$ cat config.mk
export PLATFORM = sky130hd
export DESIGN_NAME = utf8_stream_decoder_unit
export DESIGN_NICKNAME = d
export VERILOG_FILES = /design/src/hw/rtl/u8d_pkg.sv /design/src/hw/rtl/u8d_core.sv /design/src/hw/rtl/utf8_stream_decoder_unit.sv
export SDC_FILE = /design/constraint.sdc
export NUM_CORES = 1
export LEC_CHECK = 0
export BUFFER_PORTS_ARGS = -buffer_cell sky130_fd_sc_hd__buf_2
export CAP_MARGIN = 0
export CORE_ASPECT_RATIO = 1.4
export CORE_MARGIN = 8
export CORE_UTILIZATION = 63
export DETAILED_ROUTE_END_ITERATION = 8
export GPL_TIMING_DRIVEN = 0
export PLACE_DENSITY = 0.85
export SLEW_MARGIN = 15
export SYNTH_ARGS = -nofsm -noshare
export SYNTH_HDL_FRONTEND = slang
export SYNTH_HIERARCHICAL = 1
export SYNTH_SLANG_ARGS = --single-unit
$ cat constraint.sdc
create_clock -name aclk -period 9.5 [get_ports aclk]
set_clock_uncertainty 0.05 [all_clocks]
set_input_delay 0.95 -clock aclk [delete_from_list [all_inputs] [get_ports aclk]]
set_output_delay 0.95 -clock aclk [all_outputs]
set_load 0.05 [all_outputs]
$ cat src/hw/rtl/u8d_pkg.sv
// Shared types, constants and helper functions for the UTF-8 stream decoder.
// No dependencies; imported by every module of the decoder.
`default_nettype none

package u8d_pkg;

    localparam longint unsigned COUNT_MAX = 65535;
    localparam int COUNT_W = 16;
    localparam int CP_W = 32;
    localparam int LEN_W = 3;

    localparam logic [COUNT_W-1:0] COUNT_LIMIT =
        (COUNT_MAX > 64'd65535) ? {COUNT_W{1'b1}} : COUNT_W'(COUNT_MAX);

    localparam logic [7:0] LEAD6_MASK   = 8'hFC;
    localparam logic [7:0] LEAD5_MASK   = 8'hF8;
    localparam logic [7:0] LEAD4_MASK   = 8'hF0;
    localparam logic [7:0] LEAD3_MASK   = 8'hE0;
    localparam logic [7:0] LEAD2_MASK   = 8'hC0;
    localparam logic [5:0] CONT_PAYLOAD = 6'h3F;
    localparam logic [1:0] CONT_TAG     = 2'h2;
    localparam logic [7:0] BYTE_MASK    = 8'hFF;

    localparam logic [LEN_W-1:0] LEN_STRAY  = 3'd0;
    localparam logic [LEN_W-1:0] LEN_SINGLE = 3'd1;

    typedef struct packed {
        logic [CP_W-1:0]    code_point;
        logic               char_done;
        logic               byte_error;
        logic               string_end;
        logic               string_valid;
        logic [COUNT_W-1:0] char_count;
        logic [COUNT_W-1:0] byte_count;
    } result_t;

    function automatic logic [LEN_W-1:0] lead_length(input logic [7:0] b);
        logic [LEN_W-1:0] len;
        if (!b[7])                            len = 3'd1;
        else if ((b & LEAD6_MASK) == LEAD6_MASK) len = 3'd6;
        else if ((b & LEAD5_MASK) == LEAD5_MASK) len = 3'd5;
        else if ((b & LEAD4_MASK) == LEAD4_MASK) len = 3'd4;
        else if ((b & LEAD3_MASK) == LEAD3_MASK) len = 3'd3;
        else if ((b & LEAD2_MASK) == LEAD2_MASK) len = 3'd2;
        else                                  len = LEN_STRAY;
        return len;
    endfunction

    function automatic logic [COUNT_W-1:0] sat_add(
        input logic [COUNT_W-1:0] v,
        input logic [LEN_W-1:0]   n
    );
        logic [COUNT_W:0] s;
        s = {1'b0, v} + {{(COUNT_W-LEN_W+1){1'b0}}, n};
        return (s > {1'b0, COUNT_LIMIT}) ? COUNT_LIMIT : s[COUNT_W-1:0];
    endfunction

endpackage

`default_nettype wire

$ cat src/hw/rtl/u8d_core.sv
// Decoder state registers and the per-byte decode logic.
// Depends on u8d_pkg; advances one byte per cycle when advance is high.
`default_nettype none

module u8d_core (
    input  wire logic             aclk,
    input  wire logic             aresetn,
    input  wire logic             advance,
    input  wire logic [7:0]       data_byte,
    input  wire logic             end_of_string,
    output u8d_pkg::result_t      result
);
    import u8d_pkg::*;

    logic [LEN_W-1:0]   rem_reg, rem_next;
    logic [LEN_W-1:0]   len_reg, len_next;
    logic [CP_W-1:0]    partial_reg, partial_next;
    logic               invalid_reg, invalid_next;
    logic [COUNT_W-1:0] chars_reg, chars_next;
    logic [COUNT_W-1:0] bytes_reg, bytes_next;

    logic [LEN_W-1:0]   lead_len;
    logic [LEN_W-1:0]   rem_dec;
    logic [CP_W-1:0]    shifted;
    logic [CP_W-1:0]    cp;
    logic               done;
    logic               err;

    always_comb begin
        rem_next     = rem_reg;
        len_next     = len_reg;
        partial_next = partial_reg;
        chars_next   = chars_reg;
        bytes_next   = bytes_reg;
        cp           = '0;
        done         = 1'b0;
        err          = 1'b0;
        lead_len     = lead_length(data_byte);
        rem_dec      = rem_reg - 3'd1;
        shifted      = {partial_reg[CP_W-7:0], data_byte[5:0] & CONT_PAYLOAD};

        if (rem_reg == '0) begin
            if (lead_len == LEN_STRAY) begin
                err = 1'b1;
            end else if (lead_len == LEN_SINGLE) begin
                cp         = {{(CP_W-8){1'b0}}, data_byte};
                done       = 1'b1;
                chars_next = sat_add(chars_reg, 3'd1);
                bytes_next = sat_add(bytes_reg, 3'd1);
            end else begin
                partial_next = {{(CP_W-8){1'b0}}, data_byte & (BYTE_MASK >> lead_len)};
                rem_next     = lead_len - 3'd1;
                len_next     = lead_len;
            end
        end else if (data_byte[7:6] == CONT_TAG) begin
            partial_next = shifted;
            rem_next     = rem_dec;
            if (rem_dec == '0) begin
                cp           = shifted;
                done         = 1'b1;
                chars_next   = sat_add(chars_reg, 3'd1);
                bytes_next   = sat_add(bytes_reg, len_reg);
                partial_next = '0;
                len_next     = '0;
            end
        end else begin
            err          = 1'b1;
            rem_next     = '0;
            partial_next = '0;
            len_next     = '0;
        end

        if (end_of_string && rem_next != '0) begin
            err = 1'b1;
        end
        invalid_next = invalid_reg | err;

        result.code_point   = cp;
        result.char_done    = done;
        result.byte_error   = err;
        result.string_end   = end_of_string;
        result.string_valid = end_of_string & ~invalid_next;
        result.char_count   = chars_next;
        result.byte_count   = bytes_next;
    end

    always_ff @(posedge aclk) begin
        if (!aresetn) begin
            rem_reg     <= '0;
            len_reg     <= '0;
            partial_reg <= '0;
            invalid_reg <= 1'b0;
            chars_reg   <= '0;
            bytes_reg   <= '0;
        end else if (advance) begin
            if (end_of_string) begin
                rem_reg     <= '0;
                len_reg     <= '0;
                partial_reg <= '0;
                invalid_reg <= 1'b0;
                chars_reg   <= '0;
                bytes_reg   <= '0;
            end else begin
                rem_reg     <= rem_next;
                len_reg     <= len_next;
                partial_reg <= partial_next;
                invalid_reg <= invalid_next;
                chars_reg   <= chars_next;
                bytes_reg   <= bytes_next;
            end
        end
    end

    ap_len_matches_rem: assert property (@(posedge aclk) disable iff (!aresetn)
        (rem_reg != '0) |-> (len_reg > rem_reg))
        else $error("sequence length not above remaining count");

    ap_idle_partial_clear: assert property (@(posedge aclk) disable iff (!aresetn)
        (rem_reg == '0) |-> (partial_reg == '0 && len_reg == '0))
        else $error("partial state left over between sequences");

    ap_counts_bounded: assert property (@(posedge aclk) disable iff (!aresetn)
        (chars_reg <= COUNT_LIMIT) && (bytes_reg <= COUNT_LIMIT))
        else $error("count above saturation limit");

endmodule

`default_nettype wire

$ cat src/hw/rtl/utf8_stream_decoder_unit.sv
// UTF-8 stream decoder top level: input register, decode core, result register.
// Path: a byte is held in the input register, decoded by the core and shown from the result register.
// Throughput: one byte per cycle while the output is taken; the result register frees as the input stage moves.
// Reset (aresetn low, synchronous) empties both stages and clears the decoder state.
// Depends on u8d_pkg and u8d_core.
`default_nettype none

module utf8_stream_decoder_unit (
    input  wire logic                          aclk,
    input  wire logic                          aresetn,
    input  wire logic                          s_valid,
    output logic                               s_ready,
    input  wire logic [7:0]                    s_data_byte,
    input  wire logic                          s_end_of_string,
    output logic                               m_valid,
    input  wire logic                          m_ready,
    output logic [u8d_pkg::CP_W-1:0]           m_code_point,
    output logic                               m_char_done,
    output logic                               m_byte_error,
    output logic                               m_string_end,
    output logic                               m_string_valid,
    output logic [u8d_pkg::COUNT_W-1:0]        m_char_count,
    output logic [u8d_pkg::COUNT_W-1:0]        m_byte_count
);
    import u8d_pkg::*;

    logic       in_valid_reg;
    logic [7:0] in_byte_reg;
    logic       in_eos_reg;
    logic       out_valid_reg;
    result_t    out_reg;
    result_t    core_result;
    logic       advance;

    assign advance = in_valid_reg && (!out_valid_reg || m_ready);
    assign s_ready = !in_valid_reg || advance;

    u8d_core u_core (
        .aclk          (aclk),
        .aresetn       (aresetn),
        .advance       (advance),
        .data_byte     (in_byte_reg),
        .end_of_string (in_eos_reg),
        .result        (core_result)
    );

    always_ff @(posedge aclk) begin
        if (!aresetn) begin
            in_valid_reg <= 1'b0;
        end else if (s_ready) begin
            in_valid_reg <= s_valid;
        end
        if (s_ready && s_valid) begin
            in_byte_reg <= s_data_byte;
            in_eos_reg  <= s_end_of_string;
        end
    end

    always_ff @(posedge aclk) begin
        if (!aresetn) begin
            out_valid_reg <= 1'b0;
        end else if (advance) begin
            out_valid_reg <= 1'b1;
        end else if (m_ready) begin
            out_valid_reg <= 1'b0;
        end
        if (advance) begin
            out_reg <= core_result;
        end
    end

    assign m_valid        = out_valid_reg;
    assign m_code_point   = out_reg.code_point;
    assign m_char_done    = out_reg.char_done;
    assign m_byte_error   = out_reg.byte_error;
    assign m_string_end   = out_reg.string_end;
    assign m_string_valid = out_reg.string_valid;
    assign m_char_count   = out_reg.char_count;
    assign m_byte_count   = out_reg.byte_count;

    ap_done_xor_error: assert property (@(posedge aclk) disable iff (!aresetn)
        m_valid |-> !(m_char_done && m_byte_error))
        else $error("character completed and flagged as error together");

    ap_valid_needs_end: assert property (@(posedge aclk) disable iff (!aresetn)
        (m_valid && m_string_valid) |-> (m_string_end && !m_byte_error))
        else $error("string_valid outside a clean string end");

    ap_cp_only_when_done: assert property (@(posedge aclk) disable iff (!aresetn)
        (m_valid && !m_char_done) |-> (m_code_point == '0))
        else $error("code point shown without a completed character");

    ap_empty_takes_input: assert property (@(posedge aclk) disable iff (!aresetn)
        !in_valid_reg |-> s_ready)
        else $error("empty input stage refuses an item");

endmodule

`default_nettype wire

Word level (Yosys, flattened, before mapping) --
Cells that the tools add are included. W data, S select, Z words.
Word-level totals: bits in registers 144, bits in latches 0, memory bits (writable) 0, memory bits (read-only) 0, bits of input ports 13, word-level logic and storage cells 109, memories kept 0
Operators by class: add/subtract/negate cells 5, $mul 0, div/mod/pow operators 0, magnitude comparators 3, equality and inequality tests 10, shift-type cells 1, mux-type cells 55, bitwise logic cells 4, reductions and logical operators 14
Operators by type and width (number):
- $mux W16 | 15
- $mux W26 | 6
- $mux W32 | 4
- $gt A17 B16 Y1 const B | 3
- $mux W3 | 16
- $add A16 B1 Y17 const B | 2
- $add A16 B3 Y17 | 1
- $mux W1 | 12
- $logic_not A3 Y1 | 3
- $and A8 B8 Y8 | 1
- $mux W8 | 1
- $shr A8 B3 Y8 const A | 1
- $eq A6 B6 Y1 const B | 1
- $ne A3 B3 Y1 const B | 2
- $sub A3 B1 Y3 const B | 2
- $eq A5 B5 Y1 const B | 1
- $eq A2 B2 Y1 const B | 2
- $eq A4 B4 Y1 const B | 1
- $ne A4 B3 Y1 const B | 1
- $reduce_and A4 Y1 | 1
- $eq A3 B1 Y1 const B | 1
- $eq A3 B3 Y1 const B | 1
- $logic_and A1 B1 Y1 | 3
- $reduce_and A3 Y1 | 1
- 8 further kinds | 10

Logic depth before layout (Yosys ltp) --
Gate-level depths: netlist of run 1.
depth after elaboration 17, mapped depth 15

Hierarchy --
Netlist of run 1, hierarchy kept.
By module, submodules not included:
- u8d_core | instances 1, cells each 668, area an instance 4991.0 um2, seq. area each 1301.2 um2
- utf8_stream_decoder_unit | instances 1, cells each 86, area an instance 2416.1 um2, seq. area each 2352.3 um2

Worst setup path before layout of run 1 --
OpenSTA, ideal clock, no wires.
kind input to register, start point input m_ready, end point register u_core.chars_reg[4], library setup time 0.092 ns, arrival 5.575 ns, data required time 9.358 ns, setup slack 3.783 ns, cell stages on the path 9, buffers on the path 1, path through nor2b_4 nor2b_1 clkbuf_1 inv_1 nor2_1 nand2_1 nor2_1 nor2_1 nor4_1
On the way: longest elaborated chain between the ends 2
Ends and longest elaborated chain:
- from (decl) | line utf8_stream_decoder_unit.sv:16 | input wire logic m_ready,
- $logic_or A1 B1 Y1 | line utf8_stream_decoder_unit.sv:35 | assign advance = in_valid_reg && (!out_valid_reg || m_ready);
- $logic_and A1 B1 Y1 | line utf8_stream_decoder_unit.sv:35
- via advance | line utf8_stream_decoder_unit.sv:33 | logic advance;
- to (signal assigned) | line u8d_core.sv:108 | chars_reg <= chars_next;
- to (decl) | line u8d_core.sv:19 | logic [COUNT_W-1:0] chars_reg, chars_next;
The timed path passes the listed nets, and every way through them passes these cells. A chain may end at the register's enable or synchronous reset.

Worst setup path in the final report of run 1 --
Same ends and word-level chain as after synthesis.

==> results of run 1 <==
==> worst paths after layout <==
path                                            start               endpoint  slack, ns  cells after the start
worst max-delay path                          m_ready    u_core/chars_reg[4]       5.47                     11
worst min-delay path            u_core/partial_reg[3]  u_core/partial_reg[3]       0.42                      2
worst max register to register         in_byte_reg[7]        m_char_count[2]       5.64                     13
worst min register to register  u_core/partial_reg[3]  u_core/partial_reg[3]       0.42                      2
==> worst min-delay path: cells and delay by family, from the launching register on <==
| family | cells | cell delay, ns |
|---|---|---|
| compound gates | 1 | 0.05 |
| flops | 1 | 0.32 |
| simple gates | 1 | 0.05 |
==> cell type report <==
class                      count  area (um2)
clock buffer                  18         429
inverter                      18        67.6
multi-input combinational    543        3460
sequential                   144        3650
clock inverter                14         145
tap                          147         184
fill                         856        3010
timing repair buffer          84         458
buffer                        49         238
==> metrics by stage <==
| step | power, W | utilization, % | setup WS, ns |
|---|---|---|---|
| 2_1_floorplan | 0.000843 | - | 3.78 |
| 3_3_place_gp | 0.000891 | 68.7 | 1.78 |
| 3_5_place_dp | 0.000897 | 69.2 | 5.04 |
| 4_1_cts | 0.00154 | 74.1 | 5.45 |
| 5_1_grt | 0.00158 | 74.1 | 5.09 |
| 6_report | 0.00154 | 74.1 | 5.47 |
==> cells by family (layout without fill, tap and decap cells) <==
kind of cell    after synthesis  after routing
xor+xnor                     17             17
compound gates              196            196
mux                           5              5
flops                       144            144
buf+inv                      67            183
simple gates                310            310
fa+ha+maj                    15             15
==> synth_stat cells (all sizes together) (2+ instances only) <==
| cell type | number |
|---|---|
| a2111oi | 3 |
| a211oi | 7 |
| a21boi | 2 |
| a21o | 2 |
| a21oi | 44 |
| a22o | 15 |
| a22oi | 28 |
| a2bb2oi | 4 |
| a31oi | 9 |
| a32oi | 5 |
| a41oi | 2 |
| and2 | 35 |
| and3 | 10 |
| and4 | 5 |
| buf | 30 |
| clkbuf | 19 |
| dfxtp | 67 |
| edfxtp | 77 |
| ha | 14 |
| inv | 18 |
| mux2 | 3 |
| mux2i | 2 |
| nand2 | 76 |
| nand2b | 7 |
| nand3 | 24 |
| nand3b | 3 |
| nand4 | 10 |
| nand4b | 3 |
| nor2 | 78 |
| nor2b | 5 |
| nor3 | 31 |
| nor4 | 9 |
| o21a | 4 |
| o21ai | 33 |
| o22a | 2 |
| o22ai | 5 |
| o311ai | 2 |
| o31ai | 18 |
| or3 | 6 |
| or4 | 6 |
| xnor2 | 11 |
| xor2 | 6 |
==> placed cells by master (no fill, tap or decap), types with 10 or more instances in the layout <==
master,n
nand3_1,24
nor2_1,76
edfxtp_1,77
inv_1,17
clkbuf_1,20
dfxtp_1,67
clkbuf_16,17
a22o_1,15
o21ai_0,23
a21oi_1,42
a22oi_1,28
buf_2,107
nor3_1,28
and3_1,10
and2_1,35
xnor2_1,11
ha_1,14
nand2_1,75
o31ai_1,16
==> layer usage <==
layer  GRT usage (%)  part of all wire (%)  vias to the layer above
met4            10.2                   2.7                        0
met5               0                     0                        -
met1            31.0                    37                     3087
met3            5.44                   8.2                       62
li1                -                     -                     3015
met2            47.3                    52                      366
==> power groups by stage <==
stage | clock, W | sequential [W] | combinational (W)
6_report | 0.000651 | 0.000691 | 0.000196
5_1_grt | 0.000678 | 0.000693 | 0.000207
3_5_place_dp | 0 | 0.000705 | 0.000193
3_3_place_gp | 0 | 0.000705 | 0.000185
4_1_cts | 0.000656 | 0.000691 | 0.000194
2_1_floorplan | 0 | 0.000758 | 0.0000851
==> run_results.csv, run 1 <==
group,metric,value,unit
outcome,status,"complete, no violations",
timing,timing.hold.ws,0.420,ns
synthesis,synth_edf_count,77,
critical_path,cpPeakStageDelay,0.62,ns
timing,setup_violations,0,
placement,port_buffers,82,
critical_path,cp_max_fo,27,
layout,synthToLayoutAreaGrowth,16.5,%
synthesis,synth_flop_cell,"edfxtp_1",
clocking,cts_inserted_buffers,17,
power_and_ir_drop,p_int,0.00110,W
timing,worst_slew_margin_rel,31.3,%
clocking,clock_latency,0.42,ns
route,wl,20700,um
global_route,grt_pass1_wl,32600,um
critical_path,startpoint_type,"input port",
critical_path,critical_path_class,"in2reg",
synthesis,synth-simple-area-share,22.1,%
global_route,antenna_found_initial,0,
layout,n_antenna_cell,0,
clocking,clock_path_buffers,2,
power_and_ir_drop,pwr_density_cell,178,mW/mm2
critical_path,crit_top_cell,"nor2_1",
critical_path,crit_chain,"buf_2 -> nor2b_4 -> nor2b_4 -> buf_12 -> clkbuf_1 -> inv_1 -> nor2_1 -> nand2_1 -> nor2_1 -> nor2_1 -> nor4_1",
synthesis,yosysTopAreaCell,"edfxtp_1",
global_route,grt-ovfl-total,0,
global_route,grt_pass1_vias,6256,
power_and_ir_drop,p_switching,0.000437,W
synthesis,synth_top_family_by_area,"simple AND/OR/NAND/NOR gates",
layout,drive_gt1_share,20.5,%
synthesis,synth-compound-area-share,19.0,%
synthesis,syn-num-nets,782,
global_route,track_usage,26.8,%
critical_path,cp.buffers_inverters,4,
synthesis,synth.top_cells.by_area,"edfxtp_1, dfxtp_1, nor2_1",
job,cap_violations,0,
placement,placed_cell_area,0.00806,mm2
synthesis,post_synth_mux_area_share,0.726,%
layout,largest_reg_flops,32,
clocking,clk_pin_slew,0.06,ns
synthesis,synth_area,0.00741,mm2
synthesis,yosysSeqAreaShare,49.3,%
critical_path,cp_top_family,"simple AND/OR/NAND/NOR gates",
min_path,hp-class,"reg2reg",
synthesis,synthCells,754,
floorplan,start_util,63.6,%
clocking,cts_tree,"done",
timing,period_share,42.4,%
timing,tightest_slew,1.03,ns
power_and_ir_drop,p_leak,3.22,nW
floorplan,core,0.0116,mm2
timing,hold_viol,0,
floorplan,rows,47,
synthesis,ys_warn_count,6,
route,drc,0,
floorplan,die_w,108,um
power_and_ir_drop,pwr-share-seq,44.9,%
clocking,cts-htree-levels,4,
power_and_ir_drop,swShare,28.4,%
layout,final_cells,1017,
critical_path,critPathRequiredTime,9.77,ns
critical_path,end_kind,"flop",
timing,setup_tns,0,ns
clocking,cts_root_buf,"clkbuf_16",
route,route.vias.total,6530,
placement,place_congestion,0.941,
timing,slew_violations,0,
power_and_ir_drop,comb_power_share,12.7,%
placement,hpwl,14600,um
clocking,cts.repair.resized,0,
route,viasPerCell,6.42,
synthesis,synth_fa_ha_area_share,2.64,%
synthesis,synth-seq-cells,144,
placement,dp_cells,985,
route,ant_nets,0,
synthesis,avgSynthCellArea,9.82,um2
timing,fmax,0.248,GHz
timing,period_needed,4.03,ns
critical_path,crit_arrival,4.30,ns
route,drt_iter0_markers,564,
clocking,hold_buffers,0,
critical_path,critPathSlowestCell,"nor2b_4",
floorplan,io_pins,83,
route,first_pass_iters,5,
synthesis,synth_top_cell_area_share,31.2,%
power_and_ir_drop,pwr-share-clk,42.3,%
floorplan,dieArea,0.0155,mm2
layout,nets,885,
synthesis,synthArstFlopShare,0,%
layout,design_area,0.00863,mm2
global_route,grt_start_max_net_pins,28,
power_and_ir_drop,vdd_drop_max,0.121,mV
synthesis,ys_types,80,
clocking,cts_setup_buffers,0,
floorplan,die_h,144,um
clocking,cts_sinks,144,
timing,grt_setup_unrepaired,"no",
synthesis,synth-xor-area-share,2.11,%
route,wl_per_cell,20.4,um
(Power assumes the default switching activity.)
==> run 2, diff against run 1 <==
--- a/config.mk
+++ b/config.mk
@@ -9,10 +9,10 @@
 export CAP_MARGIN = 0
 export CORE_ASPECT_RATIO = 1.4
 export CORE_MARGIN = 8
-export CORE_UTILIZATION = 63
+export CORE_UTILIZATION = 59
 export DETAILED_ROUTE_END_ITERATION = 8
 export GPL_TIMING_DRIVEN = 0
-export PLACE_DENSITY = 0.85
+export PLACE_DENSITY = 0.8
 export SLEW_MARGIN = 15
 export SYNTH_ARGS = -nofsm -noshare
 export SYNTH_HDL_FRONTEND = slang
==> constraint.sdc (replaced) <==
create_clock -name aclk -period 4 [get_ports aclk]
set_clock_uncertainty 0.05 [all_clocks]
set_input_delay 0.4 -clock aclk [delete_from_list [all_inputs] [get_ports aclk]]
set_output_delay 0.4 -clock aclk [all_outputs]
set_load 0.05 [all_outputs]
==> run 2 against run 1 <==
Compared with the run above: die area rose by 5.9%; register-to-register slack lost 5.4 ns; flip-flop and latch count unchanged; critical path type is now reg2reg; highest routed layer unchanged; largest cell class unchanged; cell count is 0.29% higher; core utilization is 4.1 points lower.
==> run_results.csv, run 2 (same netlist as run 1, synthesis figures left out) <==
group,metric,value,unit
critical_path,cp-endpoint,"m_char_count[2]",
route,route.vias.total,6264,
timing,grt_setup_unrepaired,"no",
critical_path,reg2reg_depth,13,
floorplan,io_pins,83,
route,drt_iter0_markers,487,
critical_path,cp-startpoint,"in_byte_reg[7]",
critical_path,cp_max_fo,10,
global_route,grt_start_max_net_pins,34,
power_and_ir_drop,pwr-share-clk,41.8,%
clocking,cts_setup_buffers,0,
layout,multi_input_comb_area,0.00346,mm2
power_and_ir_drop,p_switching,0.00105,W
clocking,cts_tree,"done",
timing,period_needed,3.76,ns
global_route,grt_pass1_vias,6184,
global_route,antenna_found_initial,0,
floorplan,dieArea,0.0164,mm2
floorplan,die_h,149,um
route,viasPerCell,6.14,
route,wl_per_cell,19.6,um
power_and_ir_drop,p_int,0.00256,W
layout,final_common_cell,"buf_2",
clocking,cts-htree-levels,4,
timing,tightest_slew,1.17,ns
layout,synthToLayoutAreaGrowth,16.4,%
power_and_ir_drop,swShare,29.0,%
critical_path,crit_arrival,3.87,ns
timing,period_share,94.0,%
min_path,hp-class,"in2reg",
layout,most-common-layout-cells,"buf_2, edfxtp_1, nor2_1",
clocking,clock_latency,0.42,ns
timing,slew_violations,0,
outcome,status,"complete, no violations",
layout,design_area,0.00862,mm2
power_and_ir_drop,pwr-share-seq,45.4,%
critical_path,startpoint_type,"flop",
floorplan,core,0.0123,mm2
clocking,cts_root_buf,"clkbuf_16",
job,cap_violations,0,
timing,fmax,0.266,GHz
route,wl,20000,um
floorplan,start_util,60.2,%
global_route,track_usage,24.0,%
clocking,cts_inserted_buffers,17,
layout,regArea,0.00365,mm2
power_and_ir_drop,vdd_drop_max,0.288,mV
layout,nets,885,
critical_path,r2r-end,"m_char_count[2]",
layout,drive_gt1_share,20.6,%
clocking,cts_sinks,144,
clocking,clock_path_buffers,2,
floorplan,rows,48,
placement,hpwl,14500,um
power_and_ir_drop,comb_power_share,12.8,%
critical_path,ff2ff_setup_slack,0.24,ns
layout,n_antenna_cell,0,
global_route,grt_pass1_wl,32000,um
min_path,hp-start,"s_data_byte[3]",
placement,placed_cell_area,0.00806,mm2
critical_path,reg2reg_from,"in_byte_reg[7]",
global_route,grt-ovfl-total,0,
placement,place_congestion,0.936,
critical_path,critical_path_class,"reg2reg",
clocking,hold_buffers,0,
layout,largest_reg_flops,32,
placement,port_buffers,82,
clocking,clk_pin_slew,0.07,ns
timing,hold_viol,0,
layout,fin_util,70.1,%
critical_path,end_kind,"flop",
critical_path,critPathRequiredTime,4.11,ns
timing,worst_slew_margin_rel,22.0,%
layout,fillerInstances,929,
route,first_pass_iters,5,
clocking,cts.repair.resized,0,
route,ant_nets,0,
route,drc,0,
timing,setup_violations,0,
power_and_ir_drop,p_leak,3.22,nW
floorplan,die_w,111,um
power_and_ir_drop,pwr_density_cell,419,mW/mm2
run 2: cell types whose count changed in the layout (fill, tap and decap cells not counted), sizes merged:
cell | previous run | this run
bufinv | 1 | 0
clkbuf | 37 | 36
clkinv | 4 | 3
inv | 25 | 28
run 2: cell type report:
class	count	share of cell area [%]
sequential	144	42.4
multi-input combinational	543	40.1
timing repair buffer	84	5.31
clock buffer	17	4.93
buffer	49	2.76
tap	150	2.18
clock inverter	15	1.61
inverter	18	0.783
run 2: power by group through the flow:
stage | registers [W] | logic, W | clock network [W]
after floorplan | 0.00180 | 0.000203 | 0
final | 0.00164 | 0.000463 | 0.00151
after detailed placement | 0.00167 | 0.000459 | 0
after CTS | 0.00164 | 0.000461 | 0.00154
after global placement | 0.00167 | 0.000444 | 0
after global routing | 0.00164 | 0.000494 | 0.00160
run 2: worst max-delay path, cell delays in order (launching register included):
cell and delay, ns:
edfxtp_1 0.43, buf_4 0.20, nand4_1 0.27, nand2_1 0.12, nand2_1 0.08, nand2_1 0.14
ha_1 0.29, a41oi_1 0.36, and3_1 0.42, a2bb2oi_2 0.49, buf_2 0.35, nand2_1 0.07
o21ai_0 0.15, o21ai_1 0.08
run 2: worst min path at each step:
stage	depth (start not counted)	endpoint
after floorplan	2	u_core/len_reg[0]
after global placement	2	u_core/invalid_reg
after detailed placement	2	u_core/partial_reg[2]
after CTS	1	in_byte_reg[3]
after global routing	1	in_byte_reg[5]
final	1	in_byte_reg[3]
run 2: metal layers:
layer  GRT usage [%]  wire [um]  up-vias
met2            43.1      10500      230
met4            11.4        631        0
met1            26.3       7800     2978
met3            5.20       1140       44
met5               0          0        -
li1                -          -     3012
run 2: through the flow:
stage	TNS [ns]	hold slack (ns)	cells	total power [W]	worst slack (ns)
after floorplan	0	0.386	754	0.00200	0.588
after global routing	0	0.0837	1020	0.00373	0.0458
after detailed placement	0	0.408	988	0.00213	0.357
after global placement	-3.63	0.402	986	0.00212	-0.530
final	0	0.101	1020	0.00361	0.241
after CTS	0	0.0892	1020	0.00364	0.353
